## src/rtl/core/sobel_pkg.sv

```systemverilog
// Shared types and constants for the Sobel edge magnitude core.
// Used by sobel_ctrl, sobel_dp and sobel_edge_magnitude_core; no dependencies.
package sobel_pkg;

    localparam int PIX_W   = 8;
    localparam int CFG_W   = 11;
    localparam int ROW_W   = 10;
    localparam int COL_W   = 10;
    localparam int MAG_W   = 8;
    localparam int GRAD_W  = 11;
    localparam int SQ_W    = 20;
    localparam int SUM_W   = 21;
    localparam int DIM_XW  = 14;
    localparam int ROOT_IW = 3;
    localparam int TDATA_IN_W  = 8;
    localparam int TDATA_OUT_W = 32;

    localparam logic [CFG_W-1:0] WIDTH_RESET  = CFG_W'(640);
    localparam logic [CFG_W-1:0] HEIGHT_RESET = CFG_W'(480);

    // Register indexes on the configuration port
    localparam logic CFG_IMAGE_WIDTH  = 1'b0;
    localparam logic CFG_IMAGE_HEIGHT = 1'b1;

    typedef enum logic [3:0] {
        S_IDLE,
        S_POS,
        S_READ,
        S_SHIFT,
        S_GRAD,
        S_SQUARE,
        S_SUM,
        S_ROOT,
        S_EMIT
    } t_state;

    typedef struct packed {
        logic load;
        logic pos;
        logic read;
        logic shift;
        logic grad;
        logic square;
        logic sum;
        logic root_step;
        logic emit;
    } t_cmd;

    typedef struct packed {
        logic interior;
        logic root_done;
        logic out_free;
    } t_status;

    // Clamp a frame dimension into [3, hi]
    function automatic logic [DIM_XW-1:0] clamp_dim(input logic [CFG_W-1:0] v,
                                                    input logic [DIM_XW-1:0] hi);
        logic [DIM_XW-1:0] ext;
        ext = DIM_XW'(v);
        if (ext < DIM_XW'(3)) begin
            return DIM_XW'(3);
        end else if (ext > hi) begin
            return hi;
        end
        return ext;
    endfunction

endpackage

```

## src/rtl/core/sobel_ctrl.sv

```systemverilog
// Sequencer for the Sobel edge magnitude core: one pixel request at a time.
// Depends on sobel_pkg for the state, command and status types.
module sobel_ctrl (
    input  logic               i_clk,
    input  logic               i_rst_n,
    input  logic               i_s_axis_tvalid,
    output logic               o_s_axis_tready,
    input  sobel_pkg::t_status i_status,
    output sobel_pkg::t_cmd    o_cmd
);

    sobel_pkg::t_state r_state;
    sobel_pkg::t_state n_state;

    always_ff @(posedge i_clk) begin
        if (!i_rst_n) begin
            r_state <= sobel_pkg::S_IDLE;
        end else begin
            r_state <= n_state;
        end
    end

    always_comb begin
        n_state         = r_state;
        o_cmd           = '0;
        o_s_axis_tready = 1'b0;
        unique case (r_state)
            sobel_pkg::S_IDLE: begin
                o_s_axis_tready = 1'b1;
                if (i_s_axis_tvalid) begin
                    o_cmd.load = 1'b1;
                    n_state    = sobel_pkg::S_POS;
                end
            end
            sobel_pkg::S_POS: begin
                o_cmd.pos = 1'b1;
                n_state   = sobel_pkg::S_READ;
            end
            sobel_pkg::S_READ: begin
                o_cmd.read = 1'b1;
                n_state    = sobel_pkg::S_SHIFT;
            end
            sobel_pkg::S_SHIFT: begin
                o_cmd.shift = 1'b1;
                // border pixels only update the window and line stores
                n_state = i_status.interior ? sobel_pkg::S_GRAD : sobel_pkg::S_IDLE;
            end
            sobel_pkg::S_GRAD: begin
                o_cmd.grad = 1'b1;
                n_state    = sobel_pkg::S_SQUARE;
            end
            sobel_pkg::S_SQUARE: begin
                o_cmd.square = 1'b1;
                n_state      = sobel_pkg::S_SUM;
            end
            sobel_pkg::S_SUM: begin
                o_cmd.sum = 1'b1;
                n_state   = sobel_pkg::S_ROOT;
            end
            sobel_pkg::S_ROOT: begin
                o_cmd.root_step = 1'b1;
                if (i_status.root_done) begin
                    n_state = sobel_pkg::S_EMIT;
                end
            end
            sobel_pkg::S_EMIT: begin
                // hold until the output register can take the result
                if (i_status.out_free) begin
                    o_cmd.emit = 1'b1;
                    n_state    = sobel_pkg::S_IDLE;
                end
            end
            default: begin
                n_state = sobel_pkg::S_IDLE;
            end
        endcase
    end

endmodule

```

## config.mk

```make
export PLATFORM = sky130hd
export DESIGN_NAME = sobel_ctrl
export DESIGN_NICKNAME = d
export VERILOG_FILES = /design/src/rtl/core/sobel_pkg.sv /design/src/rtl/core/sobel_ctrl.sv
export SDC_FILE = /design/constraint.sdc
export NUM_CORES = 1
export LEC_CHECK = 0
export BUFFER_PORTS_ARGS = -buffer_cell sky130_fd_sc_hd__buf_2
export CAP_MARGIN = 20
export CELL_PAD_IN_SITES_DETAIL_PLACEMENT = 1
export CELL_PAD_IN_SITES_GLOBAL_PLACEMENT = 2
export CORE_MARGIN = 5
export CORE_UTILIZATION = 19
export DETAILED_ROUTE_END_ITERATION = 8
export PLACE_DENSITY = 0.66
export SLEW_MARGIN = 20
export SYNTH_ARGS = -nofsm -noshare
export SYNTH_HDL_FRONTEND = slang
export SYNTH_SLANG_ARGS = --single-unit
```

## constraint.sdc

```tcl
create_clock -name i_clk -period 1.1 [get_ports i_clk]
set_clock_uncertainty 0.05 [all_clocks]
set_input_delay 0.165 -clock i_clk [delete_from_list [all_inputs] [get_ports i_clk]]
set_output_delay 0.165 -clock i_clk [all_outputs]
set_load 0.05 [all_outputs]
```

[Yosys cells after proc, flatten, opt, wreduce, memory -nomap -nowiden]
Index checks and enable logic that the tools add are counted.
Storage, ports and cells
  register bits after elaboration: 4
  output and inout bits: 10
Cells by class
  eq/ne operators: 11
  muxes and demuxes: 17
  reduce and logical (&&, ||, !) cells: 2
Operators by type and width (count)
  4-bit one-hot mux with 9 select lines: 1
  4-bit by 3-bit == test with 1-bit output (second input constant): 4
  1-bit two-way mux: 12
  4-bit two-way mux: 3
  4-bit by 2-bit == test with 1-bit output (second input constant): 2
  2-bit inequality test (second input constant): 3
  4-bit by 1-bit == test with 1-bit output (second input constant): 1
  4-bit == test (second input constant): 1
  4-bit zero test: 1
  3-bit two-way mux: 1
  3-bit AND reduction: 1

[Depth between registers and ports, before layout]
Gate-level depths: netlist of the first run.
  word-level depth: 3
  mapped depth: 4
  mapped depth without buffers: 3

[Worst setup path before layout of the first run]
No wires, ideal clock.
  kind: register to output
  from: register r_state[2]
  to: output o_cmd[0] in the netlist's numbering
  arrival: 2.015 ns
  required time: 0.885 ns
  setup slack: -1.130 ns
  cell stages (with the launch flop): 3
  cell sequence: dfxtp_1 -> buf_2 -> nor4_1
RTL lines
  from (decl): line sobel_ctrl.sv:12  | sobel_pkg::t_state r_state;
  from (signal assigned): line sobel_ctrl.sv:17  | r_state <= sobel_pkg::S_IDLE;
  from (signal assigned): line sobel_ctrl.sv:19  | r_state <= n_state;
  to (decl): line sobel_ctrl.sv:9  | output sobel_pkg::t_cmd o_cmd

==> impl_metrics.toml, run 1 <==
[power]
swShare_pct = 42.17
power_density_mw_per_mm2 = 1645
seq_power_share_pct = 19.7
pwr-share-clk_pct = 14.0
leakagePower_nw = 0.3241
p_int_w = 0.0007318
switch_pwr_w = 0.0005337
worst_ir_drop_vdd_mv = 0.6535
comb_power_share_pct = 66.3

[cts]
tritoncts.num_buffers = 3
clk-insertion-delay-late_ps = 230
clockRootBuffer = "sky130_fd_sc_hd__clkbuf_4"
cts_hold_buf = 0
cts.reportedPaths.clkPinSlew_ps = 30
cts_htree_levels = 1
cts_tree = "built"
clock_sinks = 4
cts-root-to-sink-buffers = 2

[synthesis]
synth.top_cell.area_share_pct = 26.12
number_of_flops_mapped_to_enable_cells_by_yosys = 0
synth-warning-count = 0
netlist.top_cell.by_area = "sky130_fd_sc_hd__dfxtp_1"
yosys_register_bits = 4
syn_avg_cell_area_um2 = 7.860
synthDistinctLibCells = 21
synth_area_leaders = "sky130_fd_sc_hd__dfxtp_1, sky130_fd_sc_hd__nor3_1, sky130_fd_sc_hd__nand2b_1"
post_synthesis_async_set_or_reset_flop_share_pct = 0
main_synth_ff_type = "sky130_fd_sc_hd__dfxtp_1"
summed_instance_area_of_the_synthesized_netlist_um2 = 306.5
post_synth_most_frequent_cells = "sky130_fd_sc_hd__nor3_1, sky130_fd_sc_hd__dfxtp_1, sky130_fd_sc_hd__nand2b_1, sky130_fd_sc_hd__inv_1, sky130_fd_sc_hd__nor2_1"
mappedNetlistNets = 45
synth-seq-area-share_pct = 26.12
syn_inst = 39
yosysMostFrequentCell = "sky130_fd_sc_hd__nor3_1"

[setup_path]
worstPathArrival_ps = 1210
cp_max_fo = 4
critical_path_class = "reg2out"
critPathMaxStageDelay_ps = 360
critical_path.n_buffers_inverters = 2
critical_path.cell_chain = "buf_4 > nor4_4 > and2_4 > buf_8"
critical-path-top-delay-family = "flip-flops"
crit_path_end_kind = "output port"
crit_path_top_delay_cell = "sky130_fd_sc_hd__dfxtp_4"
critical_path_startpoint_category = "register"
critPathRequiredTime_ps = 880

[global_routing]
groute.usage.overall_pct = 9.927
grt_antenna_before_repair = 0
grt-ovfl-total = 0
largest_net_degree_at_the_start_of_global_routing = 9
grt_first_pass_wirelength_um = 1890
number_of_global_route_vias_before_repair = 439

[routing]
detailedRoute.firstPassIterationCount = 2
dr_total_vias = 420
detail_route.wl_per_cell_um = 12.93
wl_um = 1138
detail_route.drc_violations = 0
detail-route-antenna-nets = 0
detail_route.vias_per_cell = 4.773
drt-initial-drc-count = 2

[finish]
number_of_flip_flops_in_the_largest_register = 4
largestRegisters = "r_state x4"
antenna_cells_inserted = 0
largest_register = "r_state"
layout-drive-gt1-share_pct = 79.17
finalNetCount = 80
flow.area_growth_from_synthesis_pct = 151.0
post-route-util_pct = 50.49

[sta]
worst_pin_slew_ps = 260.5
unrepaired_setup_endpoints_after_global_routing = "yes"
postLayoutSetupSlackWorst_ps = -328.6
number_of_hold_violations_in_the_final_report = 0
period_needed_ps = 1429
finalCritPeriodShare_pct = 129.9
final_max_slew_viol_count = 0
maxClockFrequency_ghz = 0.7000
slew-limit-headroom_pct = 82.56
setup_total_negative_slack_ps = -2856
fin_hold_ws_ps = 135.3
timing.final.setup_violations = 12

[floorplan]
die_height_um = 50.17
dieArea_mm2 = 0.002517
std_cell_rows = 14
core_mm2 = 0.001524
num_io_pins = 16
initial_utilization_pct = 20.11
die_w_um = 50.17

[job]
maxCapViolCount = 0

[placed_design]
port-buffer-count = 15
dp_hpwl_um = 785.2
globalplace.congestion = 0.6677

[outcome]
failed_checks = "setup timing"
run_status = "finished, violations left"

[worst_hold_path]
min_path_type = "in2reg"
==> cells in the final DEF (no fill, tap or decap), types with 2 or more instances in the layout <==
cell type                  synthesis  routed
sky130_fd_sc_hd__inv_1             3       3
sky130_fd_sc_hd__buf_8             0       4
sky130_fd_sc_hd__nand2b_4          0       3
sky130_fd_sc_hd__buf_2             2       5
sky130_fd_sc_hd__nor4_4            1       2
sky130_fd_sc_hd__nor2_4            0       2
sky130_fd_sc_hd__a21oi_1           2       2
sky130_fd_sc_hd__buf_4             1      10
sky130_fd_sc_hd__nor3_4            0       4
sky130_fd_sc_hd__clkbuf_4          0       3
sky130_fd_sc_hd__dfxtp_4           0       4
sky130_fd_sc_hd__nand2_1           2       2
sky130_fd_sc_hd__buf_6             1      15
==> tightest hold or removal path, stage by stage <==
cell and delay, ps:
sky130_fd_sc_hd__buf_2 110, sky130_fd_sc_hd__inv_1 70, sky130_fd_sc_hd__a221oi_2 30
==> power by group through the flow <==
stage	combinational (W)	sequential (W)	clock, W
floorplan	0.000469	0.000181	0
global placement	0.000574	0.000235	0
detailed placement	0.000581	0.000238	0
CTS	0.000792	0.000247	0.000187
global route	0.000893	0.000258	0.000196
finish	0.000839	0.000249	0.000177
==> worst paths after layout <==
path	startpoint	to	slack [ps]	cells past startpoint
max	r_state[2]$_SDFFE_PN0P_	o_cmd[8]	-330	4
min	i_rst_n	r_state[3]$_SDFFE_PN0P_	140	3
max reg2reg	r_state[2]$_SDFFE_PN0P_	r_state[3]$_SDFFE_PN0P_	-180	5
min reg2reg	r_state[0]$_SDFFE_PN0P_	r_state[2]$_SDFFE_PN0P_	660	3
==> kinds of logic (layout without fill, tap and decap cells) <==
logic type             after synthesis  in the layout  synth area share (%)
flip-flops                           4              4                 26.12
AO/OA/AOI/OAI                        6              6                 15.10
buffers and inverters                7             40                 13.06
AND/OR/NAND/NOR                     22             22                 45.72
==> area by class of cell <==
cell class / count / area, um^2
Multi-Input combinational cell: 28 / 291.5
Timing Repair Buffer: 34 / 329.1
Tap cell: 16 / 20.02
Sequential cell: 4 / 95.09
Inverter: 3 / 11.26
Clock buffer: 3 / 22.52
Fill cell: 170 / 754.5
==> metrics by stage <==
step | setup WS (ps) | instances | total power [W] | area, um^2
6_report | -328.6 | 88 | 0.001265 | 769.5
3_3_place_gp | -278.9 | 78 | 0.0008093 | 523.0
3_5_place_dp | -283.8 | 78 | 0.0008190 | 523.0
2_1_floorplan | -622.8 | 39 | 0.0006507 | 372.9
5_1_grt | -398.8 | 88 | 0.001347 | 769.5
4_1_cts | -340.9 | 87 | 0.001225 | 714.4
==> metal layers <==
| layer | vias up | part of all wire (%) | global-route usage, % |
|---|---|---|---|
| li1 | 204 | - | - |
| met1 | 200 | 33 | 8.945 |
| met2 | 14 | 59 | 19.25 |
| met3 | 2 | 6.8 | 3.846 |
| met4 | 0 | 1.1 | 3.930 |
| met5 | - | 0 | 0 |
==> timing repair <==
action | in CTS | in global routing
buffers inserted | 6 | 1
pin swaps | 2 | 6
resized for setup | 38 | 10
setup endpoints to repair | 14 | 13
(Power assumes the default switching activity.)
==> run 2: changes to the inputs <==
--- a/config.mk
+++ b/config.mk
@@ -13,6 +13,7 @@
 export CORE_UTILIZATION = 19
 export DETAILED_ROUTE_END_ITERATION = 8
 export PLACE_DENSITY = 0.66
+export SKIP_CTS_REPAIR_TIMING = 1
 export SLEW_MARGIN = 20
 export SYNTH_ARGS = -nofsm -noshare
 export SYNTH_HDL_FRONTEND = slang
==> impl_metrics.toml, run 2 (same netlist as run 1, synthesis figures left out) <==
[setup_path]
cp_max_fo = 4
worstPathArrival_ps = 1360
critical_path_startpoint_category = "register"
crit_path_end_kind = "output port"
critPathRequiredTime_ps = 880
critical_path_class = "reg2out"

[cts]
tritoncts.num_buffers = 3
clockRootBuffer = "sky130_fd_sc_hd__clkbuf_4"
cts-root-to-sink-buffers = 2
clk-insertion-delay-late_ps = 230
cts_tree = "built"
cts_htree_levels = 1
cts.reportedPaths.clkPinSlew_ps = 30
clock_sinks = 4

[power]
comb_power_share_pct = 67.2
seq_power_share_pct = 19.0
worst_ir_drop_vdd_mv = 0.7123
power_density_mw_per_mm2 = 1651
switch_pwr_w = 0.0005300
p_int_w = 0.0007445
leakagePower_nw = 0.3350
power.total_w = 0.001275
swShare_pct = 41.58
pwr-share-clk_pct = 13.7

[sta]
period_needed_ps = 1578
slew-limit-headroom_pct = 82.10
maxClockFrequency_ghz = 0.6338
final_max_slew_viol_count = 0
worst_pin_slew_ps = 266.4
postLayoutSetupSlackWorst_ps = -477.8
setup_total_negative_slack_ps = -3374
fin_hold_ws_ps = 126.3
unrepaired_setup_endpoints_after_global_routing = "yes"
number_of_hold_violations_in_the_final_report = 0
finalCritPeriodShare_pct = 143.4
timing.final.setup_violations = 12

[floorplan]
initial_utilization_pct = 20.11
dieArea_mm2 = 0.002517
die_height_um = 50.17
die_w_um = 50.17
std_cell_rows = 14
num_io_pins = 16
core_mm2 = 0.001524

[routing]
detail-route-antenna-nets = 0
detail_route.wl_per_cell_um = 12.29
detail_route.drc_violations = 0
drt-initial-drc-count = 0
detailedRoute.firstPassIterationCount = 1
detail_route.vias_per_cell = 4.533
dr_total_vias = 408
wl_um = 1106

[finish]
layout.cells.most_common_list = "sky130_fd_sc_hd__buf_4, sky130_fd_sc_hd__buf_6, sky130_fd_sc_hd__nor3_4, sky130_fd_sc_hd__buf_2, sky130_fd_sc_hd__buf_8"
number_of_flip_flops_in_the_largest_register = 4
largestRegisters = "r_state x4"
antenna_cells_inserted = 0
fill_cells = 174
layout-drive-gt1-share_pct = 79.73
layout.cell_area.non_filler_um2 = 772.0
largest_register = "r_state"
final_cells = 90
flow.area_growth_from_synthesis_pct = 151.8
most_common_library_cell_in_the_layout_ignoring_fill_and_taps = "sky130_fd_sc_hd__buf_4"
finalNetCount = 82

[worst_hold_path]
min_path_type = "in2reg"

[global_routing]
number_of_global_route_vias_before_repair = 356
grt-ovfl-total = 0
largest_net_degree_at_the_start_of_global_routing = 11
grt_antenna_before_repair = 0
grt_first_pass_wirelength_um = 1545
groute.usage.overall_pct = 8.111

[job]
maxCapViolCount = 0

[placed_design]
port-buffer-count = 15
globalplace.congestion = 0.6677
dp_hpwl_um = 785.2
numPlacedInstances = 78
placedInstanceArea_um2 = 523.0

[outcome]
failed_checks = "setup timing"
run_status = "finished, violations left"
## run 2: changes by cell type in the layout (fill, tap and decap cells not counted), sizes merged
cell	delta
buf	+2
## run 2: worst paths after layout
path	start	endpoint	slack, ps	cells after the start
max	r_state[2]$_SDFFE_PN0P_	o_cmd[8]	-480	4
min	i_rst_n	r_state[3]$_SDFFE_PN0P_	130	3
max reg2reg	r_state[0]$_SDFFE_PN0P_	r_state[3]$_SDFFE_PN0P_	-160	5
min reg2reg	r_state[1]$_SDFFE_PN0P_	r_state[1]$_SDFFE_PN0P_	630	3
## run 2: layout make-up
cell class | count | area (um^2) | area share (%)
Clock buffer | 3 | 22.52 | 2.917
Inverter | 3 | 11.26 | 1.459
Multi-Input combinational cell | 28 | 289.0 | 37.44
Sequential cell | 4 | 92.59 | 11.99
Tap cell | 16 | 20.02 | 2.593
Timing Repair Buffer | 36 | 336.6 | 43.60
## run 2: power groups by stage
| stage | Sequential, W | Clock, W | Combinational (W) |
|---|---|---|---|
| floorplan | 0.000181 | 0 | 0.000469 |
| global placement | 0.000235 | 0 | 0.000574 |
| detailed placement | 0.000238 | 0 | 0.000581 |
| CTS | 0.000236 | 0.000187 | 0.000582 |
| global route | 0.000252 | 0.000198 | 0.000907 |
| finish | 0.000243 | 0.000175 | 0.000857 |
## run 2: metrics by stage
stage,setup slack (ps),utilization [%]
2_1_floorplan,-622.8,-
3_3_place_gp,-278.9,34.32
3_5_place_dp,-283.8,34.32
4_1_cts,-520.4,35.80
5_1_grt,-541.6,50.66
6_report,-477.8,50.66
## run 2: layer usage
layer	GRT usage (%)	vias up	part of all wire, %
met1	8.945	186	38
met2	12.97	14	55
met4	3.930	0	0.81
li1	-	206	-
met3	3.846	2	6.9
met5	0	-	0
## run 2: worst max-delay path, cell delays in order (launching register included)
cell,delay [ps]
sky130_fd_sc_hd__dfxtp_4,350
sky130_fd_sc_hd__buf_6,120
sky130_fd_sc_hd__nor4_4,320
sky130_fd_sc_hd__and2_4,200
sky130_fd_sc_hd__buf_8,140
==> run 3: changes to the inputs <==
--- a/config.mk
+++ b/config.mk
@@ -5,14 +5,15 @@
 export SDC_FILE = /design/constraint.sdc
 export NUM_CORES = 1
 export LEC_CHECK = 0
+export ABC_AREA = 1
 export BUFFER_PORTS_ARGS = -buffer_cell sky130_fd_sc_hd__buf_2
 export CAP_MARGIN = 20
 export CELL_PAD_IN_SITES_DETAIL_PLACEMENT = 1
 export CELL_PAD_IN_SITES_GLOBAL_PLACEMENT = 2
 export CORE_MARGIN = 5
-export CORE_UTILIZATION = 19
+export CORE_UTILIZATION = 17
 export DETAILED_ROUTE_END_ITERATION = 8
-export PLACE_DENSITY = 0.66
+export PLACE_DENSITY = 0.63
 export SKIP_CTS_REPAIR_TIMING = 1
 export SLEW_MARGIN = 20
 export SYNTH_ARGS = -nofsm -noshare
==> impl_metrics.toml, run 3 <==
[outcome]
run_status = "finished, violations left"
failed_checks = "setup timing"

[synthesis]
post_synthesis_async_set_or_reset_flop_share_pct = 0
mappedNetlistNets = 56
syn_avg_cell_area_um2 = 6.331
yosysMostFrequentCell = "sky130_fd_sc_hd__inv_1"
summed_instance_area_of_the_synthesized_netlist_um2 = 316.6
number_of_flops_mapped_to_enable_cells_by_yosys = 0
yosys_register_bits = 4
syn_inst = 50
main_synth_ff_type = "sky130_fd_sc_hd__dfxtp_1"
synth.top_cell.area_share_pct = 25.30
synth_area_leaders = "sky130_fd_sc_hd__dfxtp_1, sky130_fd_sc_hd__inv_1, sky130_fd_sc_hd__nor2_2"
synth-seq-area-share_pct = 25.30
synth-warning-count = 0
netlist.top_cell.by_area = "sky130_fd_sc_hd__dfxtp_1"
synthDistinctLibCells = 15
post_synth_most_frequent_cells = "sky130_fd_sc_hd__inv_1, sky130_fd_sc_hd__nand3_1, sky130_fd_sc_hd__nor2_1, sky130_fd_sc_hd__nor2_2, sky130_fd_sc_hd__nor3_1"

[routing]
drt-initial-drc-count = 0
dr_total_vias = 419
detail_route.wl_per_cell_um = 11.09
wl_um = 1187
detailedRoute.firstPassIterationCount = 1
detail-route-antenna-nets = 0
detail_route.drc_violations = 0
detail_route.vias_per_cell = 3.916

[cts]
cts-root-to-sink-buffers = 2
tritoncts.num_buffers = 3
clk-insertion-delay-late_ps = 230
cts_tree = "built"
cts.reportedPaths.clkPinSlew_ps = 40
clock_sinks = 4
cts_htree_levels = 1
clockRootBuffer = "sky130_fd_sc_hd__clkbuf_4"

[sta]
slew-limit-headroom_pct = 85.79
postLayoutSetupSlackWorst_ps = -347.7
setup_total_negative_slack_ps = -2875
period_needed_ps = 1448
fin_hold_ws_ps = 139.4
finalCritPeriodShare_pct = 131.6
maxClockFrequency_ghz = 0.6908
unrepaired_setup_endpoints_after_global_routing = "yes"
final_max_slew_viol_count = 0
worst_pin_slew_ps = 211.6
number_of_hold_violations_in_the_final_report = 0
timing.final.setup_violations = 13

[floorplan]
dieArea_mm2 = 0.002825
die_height_um = 53.15
num_io_pins = 16
die_w_um = 53.15
core_mm2 = 0.001745
initial_utilization_pct = 18.14
std_cell_rows = 15

[global_routing]
gr-usage-met2_pct = 17.15
grt-ovfl-total = 0
number_of_global_route_vias_before_repair = 429
grt_first_pass_wirelength_um = 1842
groute.usage.overall_pct = 9.357
grt_use_met1_pct = 9.764
largest_net_degree_at_the_start_of_global_routing = 6
global_route.peak_usage_layer = "met2"
grt.met3_usage_pct = 1.972
grt_antenna_before_repair = 0

[setup_path]
critical-path-top-delay-family = "simple AND/OR/NAND/NOR gates"
critical_path_class = "reg2out"
critPathRequiredTime_ps = 880
critical_path.cell_chain = "nor2_4 > inv_4 > nor4_4 > buf_6"
cp_max_fo = 4
critical_path_startpoint_category = "register"
worstPathArrival_ps = 1230
crit_path_top_delay_cell = "sky130_fd_sc_hd__dfxtp_4"
critical_path.n_buffers_inverters = 2
critPathMaxStageDelay_ps = 350
crit_path_end_kind = "output port"

[worst_hold_path]
min_path_type = "in2reg"

[finish]
layout.cells.most_common_list = "sky130_fd_sc_hd__buf_4, sky130_fd_sc_hd__buf_6, sky130_fd_sc_hd__nor2_4"
antenna_cells_inserted = 0
largest_register = "r_state"
most_common_library_cell_in_the_layout_ignoring_fill_and_taps = "sky130_fd_sc_hd__buf_4"
fill_cells = 209
finalNetCount = 90
number_of_flip_flops_in_the_largest_register = 4
final_cells = 107
layout-drive-gt1-share_pct = 79.27
flow.area_growth_from_synthesis_pct = 148.2
largestRegisters = "r_state x4"

[power]
power_density_mw_per_mm2 = 1768
power.total_w = 0.001389
worst_ir_drop_vdd_mv = 0.7620
leakagePower_nw = 0.3537

[placed_design]
globalplace.congestion = 0.7257
numPlacedInstances = 103
dp_hpwl_um = 1021
dp_worst_setup_slack_ps = -176.6
port-buffer-count = 15

[job]
maxCapViolCount = 0
-- run 3: cell types whose count changed after synthesis, moves of 3 or more --
cell                       previous run  this run
sky130_fd_sc_hd__nand2b_1             4         0
sky130_fd_sc_hd__nor2_2               0         5
sky130_fd_sc_hd__inv_1                3        11
sky130_fd_sc_hd__nand3_2              0         3
sky130_fd_sc_hd__nand3_1              0         5
-- run 3: stage by stage --
step           instance area, um^2  utilization [%]
4_1_cts                      670.6            38.42
5_1_grt                      785.8            45.02
6_report                     785.8            45.02
3_3_place_gp                 648.1            37.13
3_5_place_dp                 648.1            37.13
2_1_floorplan                431.7                -
-- run 3: worst register-to-register path, delay by kind of cell, from the launching register on --
family	cells	cell delay, ps
buf+inv	2	240
flops	1	380
simple gates	5	370
-- run 3: routing by layer --
layer  vias up  wire (um)
met1       192        461
met2         6        686
met3         0         38
li1        221          -
met5         -          0
met4         0          0
-- run 3: area by class of cell --
type	instances	area (um^2)	area share, %
Multi-Input combinational cell	32	311.5	39.65
Timing Repair Buffer	29	262.8	33.44
Sequential cell	4	92.59	11.78
Inverter	14	65.06	8.280
Tap cell	25	31.28	3.981
Clock buffer	3	22.52	2.866
-- run 3: cells by family (layout without fill, tap and decap cells) --
family,after synthesis,count (layout),synth area share [%]
simple gates,29,29,52.17
flops,4,4,25.30
buf+inv,14,46,17.00
compound gates,3,3,5.535
-- run 3: final timing paths --
kind / start / end / slack (ps) / depth (start not counted)
worst min register to register: r_state[0]$_SDFFE_PN0P_ / r_state[0]$_SDFFE_PN0P_ / 550 / 3
worst max-delay path: r_state[1]$_SDFFE_PN0P_ / o_cmd[0] / -350 / 4
worst min-delay path: i_rst_n / r_state[2]$_SDFFE_PN0P_ / 140 / 3
worst max register to register: r_state[0]$_SDFFE_PN0P_ / r_state[0]$_SDFFE_PN0P_ / -40 / 7
-- run 3: power by group --
group          internal [W]  leakage, nW  switching [W]
clock network      0.000122       0.0138      0.0000605
logic              0.000398        0.305       0.000570
registers          0.000185       0.0353      0.0000538
total              0.000705        0.354       0.000684
